### src/rtl/ssb_pkg.sv
// Package for the scaled sprite blitter: field widths, codes, words and control structs.
package ssb_pkg;

  localparam int SPR_DEPTH     = 4096;
  localparam int SPR_AW        = 12;
  localparam int CODE_W        = 8;
  localparam int COLOUR_W      = 16;
  localparam int FRAME_W       = 7;
  localparam int SCALE_W       = 12;
  localparam int POS_W         = 12;
  localparam int DIM_W         = 11;
  localparam int SRC_W         = 8;
  localparam int ORG_W         = 13;
  localparam int PIX_W         = 14;
  localparam int FB_W          = 17;
  localparam int Q_SHIFT       = 8;
  localparam int SCALE_FLOOR   = 16;
  localparam int DIV_STEPS     = 7;
  localparam int DIV_CNT_W     = 3;

  localparam int DEF_SPRITE_MAX_W = 64;
  localparam int DEF_SPRITE_MAX_H = 64;
  localparam int DEF_PAL_SIZE     = 16;
  localparam int DEF_SCREEN_W     = 320;
  localparam int DEF_SCREEN_H     = 240;

  typedef enum logic [1:0] {
    REQ_LOAD_PIXEL = 2'd0,
    REQ_LOAD_PAL   = 2'd1,
    REQ_DRAW       = 2'd2,
    REQ_STEP       = 2'd3
  } req_t;

  typedef enum logic [1:0] {
    ANCHOR_TOP_LEFT = 2'd0,
    ANCHOR_CENTRE   = 2'd1,
    ANCHOR_GROUND   = 2'd2
  } anchor_t;

  typedef enum logic [2:0] {
    ST_IDLE,
    ST_MUL,
    ST_ORG,
    ST_DIV,
    ST_ADDR,
    ST_SPR,
    ST_PAL,
    ST_OUT
  } state_t;

  typedef struct packed {
    logic [1:0]                req_type;
    logic [SPR_AW-1:0]         store_addr;
    logic [CODE_W-1:0]         pixel_code;
    logic [3:0]                palette_slot;
    logic [COLOUR_W-1:0]       palette_colour;
    logic signed [POS_W-1:0]   pos_x;
    logic signed [POS_W-1:0]   pos_y;
    logic [FRAME_W-1:0]        frame_width;
    logic [FRAME_W-1:0]        frame_height;
    logic [SCALE_W-1:0]        scale_fx;
    logic [1:0]                anchor_mode;
  } in_word_t;

  typedef struct packed {
    logic                write_enable;
    logic [FB_W-1:0]     fb_addr;
    logic [COLOUR_W-1:0] pixel_colour;
    logic                draw_done;
  } out_word_t;

  typedef struct packed {
    logic load_pixel;
    logic load_pal;
    logic latch_draw;
    logic calc_dims;
    logic init_div;
    logic div_step;
    logic step_addr;
    logic load_out;
  } ctl_cmd_t;

  typedef struct packed {
    logic drawing;
    logic dim_zero;
    logic div_last;
    logic out_free;
  } ctl_sts_t;

endpackage

### src/rtl/ssb_ctrl.sv
// Controller state machine sequencing loads, draw set-up and pixel steps.
module ssb_ctrl (
  input  logic              clk,
  input  logic              rst_n,
  input  logic              in_valid,
  input  logic [1:0]        in_req,
  output logic              in_ready,
  input  ssb_pkg::ctl_sts_t sts,
  output ssb_pkg::ctl_cmd_t cmd
);

  ssb_pkg::state_t state_r, state_nxt;
  logic            acc;

  assign in_ready = (state_r == ssb_pkg::ST_IDLE);
  assign acc      = in_valid && in_ready;

  always_ff @(posedge clk) begin
    if (!rst_n) state_r <= ssb_pkg::ST_IDLE;
    else        state_r <= state_nxt;
  end

  always_comb begin
    state_nxt = state_r;
    unique case (state_r)
      ssb_pkg::ST_IDLE: begin
        if (acc) begin
          if (in_req == ssb_pkg::REQ_DRAW) state_nxt = ssb_pkg::ST_MUL;
          else if (in_req == ssb_pkg::REQ_STEP && sts.drawing) state_nxt = ssb_pkg::ST_ADDR;
        end
      end
      ssb_pkg::ST_MUL: state_nxt = ssb_pkg::ST_ORG;
      ssb_pkg::ST_ORG: state_nxt = sts.dim_zero ? ssb_pkg::ST_IDLE : ssb_pkg::ST_DIV;
      ssb_pkg::ST_DIV: if (sts.div_last) state_nxt = ssb_pkg::ST_IDLE;
      ssb_pkg::ST_ADDR: state_nxt = ssb_pkg::ST_SPR;
      ssb_pkg::ST_SPR: state_nxt = ssb_pkg::ST_PAL;
      ssb_pkg::ST_PAL: state_nxt = ssb_pkg::ST_OUT;
      ssb_pkg::ST_OUT: if (sts.out_free) state_nxt = ssb_pkg::ST_IDLE;
      default: state_nxt = ssb_pkg::ST_IDLE;
    endcase
  end

  always_comb begin
    cmd = '0;
    unique case (state_r)
      ssb_pkg::ST_IDLE: begin
        cmd.load_pixel = acc && (in_req == ssb_pkg::REQ_LOAD_PIXEL);
        cmd.load_pal   = acc && (in_req == ssb_pkg::REQ_LOAD_PAL);
        cmd.latch_draw = acc && (in_req == ssb_pkg::REQ_DRAW);
      end
      ssb_pkg::ST_MUL:  cmd.calc_dims = 1'b1;
      ssb_pkg::ST_ORG:  cmd.init_div  = !sts.dim_zero;
      ssb_pkg::ST_DIV:  cmd.div_step  = 1'b1;
      ssb_pkg::ST_ADDR: cmd.step_addr = 1'b1;
      ssb_pkg::ST_SPR, ssb_pkg::ST_PAL: cmd = '0;
      ssb_pkg::ST_OUT:  cmd.load_out  = sts.out_free;
      default: cmd = '0;
    endcase
  end

endmodule

### config.mk
export PLATFORM = sky130hd
export DESIGN_NAME = ssb_ctrl
export DESIGN_NICKNAME = d
export VERILOG_FILES = /design/src/rtl/ssb_pkg.sv /design/src/rtl/ssb_ctrl.sv
export SDC_FILE = /design/constraint.sdc
export NUM_CORES = 1
export LEC_CHECK = 0
export ABC_AREA = 1
export CORE_AREA = 3 3 40 42
export CTS_CLUSTER_DIAMETER = 60
export DETAILED_ROUTE_END_ITERATION = 10
export DIE_AREA = 0 0 43 45
export DONT_BUFFER_PORTS = 1
export GPL_ROUTABILITY_DRIVEN = 1
export GPL_TIMING_DRIVEN = 0
export MAX_ROUTING_LAYER = met4
export SETUP_SLACK_MARGIN = 0.15
export SLEW_MARGIN = 25
export SYNTH_ARGS = -nofsm -noshare
export SYNTH_HDL_FRONTEND = slang
export SYNTH_SLANG_ARGS = --single-unit
### constraint.sdc
create_clock -name clk -period 1.8 [get_ports clk]
set_clock_uncertainty 0.05 [all_clocks]
set_input_delay 0.27 -clock clk [delete_from_list [all_inputs] [get_ports clk]]
set_output_delay 0.27 -clock clk [all_outputs]
set_load 0.1 [all_outputs]
==> impl_metrics.yaml <==
yosys:
  post_synthesis_net_count: 58
  synth_area_per_cell_um2: 6.28
  post_synth_num_cell_types: 16
  ys_seq_area_share_pct: 19.5
  synthesis.yosys.warnings: 0
  synth_edf_count: 0
  post_synth_inst_count: 49
  ys_dominant_reg_cell: "sky130_fd_sc_hd__dfxtp_1"
  postSynth.asyncResetShare_pct: 0
  synthDominantCellAreaShare_pct: 19.5
  largest_area_contributor_in_the_netlist: "sky130_fd_sc_hd__dfxtp_1"
  synth.area.top_cells: "sky130_fd_sc_hd__dfxtp_1 20%, sky130_fd_sc_hd__nand2_1 12%, sky130_fd_sc_hd__inv_1 9.8%, sky130_fd_sc_hd__nor2_2 8.1%, sky130_fd_sc_hd__nor2_1 7.3%"
  synth-seq-cells: 3
  syn-cell-area_um2: 308
  yosysMostFrequentCell: "sky130_fd_sc_hd__nand2_1"
  yosys-top-cells-count: "10 x sky130_fd_sc_hd__nand2_1, 8 x sky130_fd_sc_hd__inv_1, 6 x sky130_fd_sc_hd__nor2_1, 4 x sky130_fd_sc_hd__nor2_2"
global_route:
  antenna_found_initial: 0
  first_global_vias: 334
  grt_start_max_net_pins: 9
  overflow: 0
  grt_first_pass_wirelength_mm: 1.28
  grt_util_all_layers_pct: 9.34
detailed_routing:
  wl_um: 760
  highest_signal_layer: "met3"
  met2_wirelength_um: 365
  detailroute.via_count: 353
  detail_route.drc_violations: 0
  final_antenna_net_count: 0
  wl_per_cell_um: 9.62
  vias_per_cell: 4.47
  detail_route.first_pass.iterations: 2
  routed-wl-met3_um: 88
  drt_iter0_drc: 3
  detail_route.wirelength.met1_um: 306
sta:
  worst-slew-pin-transition_ns: 0.981
  finalSetupViolCount: 5
  hold_viol_final: 0
  max_freq_ghz: 0.427
  final_max_slew_viol_count: 0
  post-route-period-util_pct: 130
  post-route-worst-setup-slack_ns: -0.543
  grt_setup_unrepaired: "true"
  slew_headroom_pct: 34.4
  period_minus_slack_ns: 2.34
layout:
  area_growth_pct: 82.5
  biggestRegsByFlops: "state_r (3)"
  top_register: "state_r"
  fillerInstances: 133
  nets_finish: 74
  layout_cell_share_with_drive_strength_beyond_1_pct: 57.8
  antenna_cells_inserted: 0
  finish.instance_area_um2: 562
  largest_register_ffs: 3
clock_tree:
  post_cts_hold_buffer_count: 0
  clock-sinks: 3
  tritoncts: "yes"
  htreeDepth: 1
  cts_max_path_buffers: 2
  cts.root.buffer_cell: "sky130_fd_sc_hd__clkbuf_4"
  cts_buffers: 3
  worst_setup_hold_path_clk_slew_ns: 0.04
  clk-insertion-delay-late_ns: 0.23
critical_path:
  worstPathRequired_ns: 1.48
  worstPathArrival_ns: 2.02
  crit_path_start_kind: "flop"
  end_kind: "primary output"
  critPathMaxFanout: 3
  category_of_the_critical_setup_timing_path: "flop to primary output"
floorplan:
  die-area_um2: 1940
  die_w_um: 43
  row_count: 13
  boundaryPins: 18
  starting_utilization_of_the_core_area_pct: 24.0
  fp.dieH_um: 45
  core_area_um2: 1280
run_status:
  run_status: "finished, violations left"
  failed_checks: "negative setup slack"
flow_run:
  max_capacitance_violation_count: 0
placed_design:
  numPortBuffers: 0
  placedInstanceArea_um2: 428
  gpl.final_weighted_congestion: 0.684
  hpwl_um: 563
min_path:
  timing.hold.worst.class: "primary input to flop"
cells in the final DEF, fill, tap and decap left out, drive strengths merged:
cell / Yosys / layout
o21ai: 2 / 2
nor2: 11 / 11
nor4: 1 / 1
nor3: 4 / 4
buf: 1 / 12
dfxtp: 3 / 3
a21oi: 3 / 3
inv: 9 / 9
nand2: 11 / 11
clkbuf: 0 / 4
nand3: 4 / 4
per-stage QoR:
stage / setup TNS, ns / setup WS (ns) / utilization (%) / instances / hold slack, ns
after floorplan: -1.28 / -0.382 / - / 49 / 0.375
after global placement: -1.55 / -0.421 / 31.5 / 64 / 0.391
after detailed placement: -0.909 / -0.438 / 33.3 / 65 / 0.395
after CTS: -1.59 / -0.547 / 38.9 / 73 / 0.142
after global routing: -2.09 / -0.610 / 43.7 / 79 / 0.164
final: -1.78 / -0.543 / 43.7 / 79 / 0.157
kinds of logic after synthesis:
family / after synthesis / share of synthesized area, %
buffers and inverters: 10 / 14.6
flip-flops: 3 / 19.5
AND/OR/NAND/NOR: 31 / 57.7
AO/OA/AOI/OAI: 5 / 8.13
layout make-up:
cell class | instances | area [um^2] | area share [%]
plain buffers | 1 | 11.3 | 2.00
clock buffers | 4 | 26.3 | 4.68
inverters | 9 | 38.8 | 6.90
flip-flops and latches | 3 | 67.6 | 12.0
multi-input cells | 36 | 294 | 52.3
well taps | 15 | 18.8 | 3.34
repair buffers | 11 | 105 | 18.7
critical path: stages, from the launching register on:
cell and delay, ns:
sky130_fd_sc_hd__dfxtp_4 0.34, sky130_fd_sc_hd__nor2_4 0.14, sky130_fd_sc_hd__inv_4 0.06, sky130_fd_sc_hd__nor2_8 0.35, sky130_fd_sc_hd__nand2_4 0.12, sky130_fd_sc_hd__nor3_4 0.77
metal layers:
metal,vias up,global-route usage (%)
li1,184,-
met1,153,9.62
met2,16,14.1
met3,0,2.79
met4,0,9.04
met5,-,-
timing repair:
item | CTS | global route
endpoints found under the setup margin | 7 | 8
setup buffers | 4 | 6
gates resized for setup | 5 | 5
pin swaps | 4 | 4
hold endpoints to repair | 0 | 0
path summary, 6_finish.rpt:
kind	cells past startpoint	from	endpoint	slack (ns)
min reg2reg	5	state_r[2]	state_r[2]	0.72
min	2	rst_n	state_r[0]	0.16
max	5	state_r[0]	cmd[6]	-0.54
max reg2reg	9	state_r[0]	state_r[0]	0.45
Power is not shown: default switching activity piles up to over one toggle a cycle in this logic, so the estimate is an artifact.
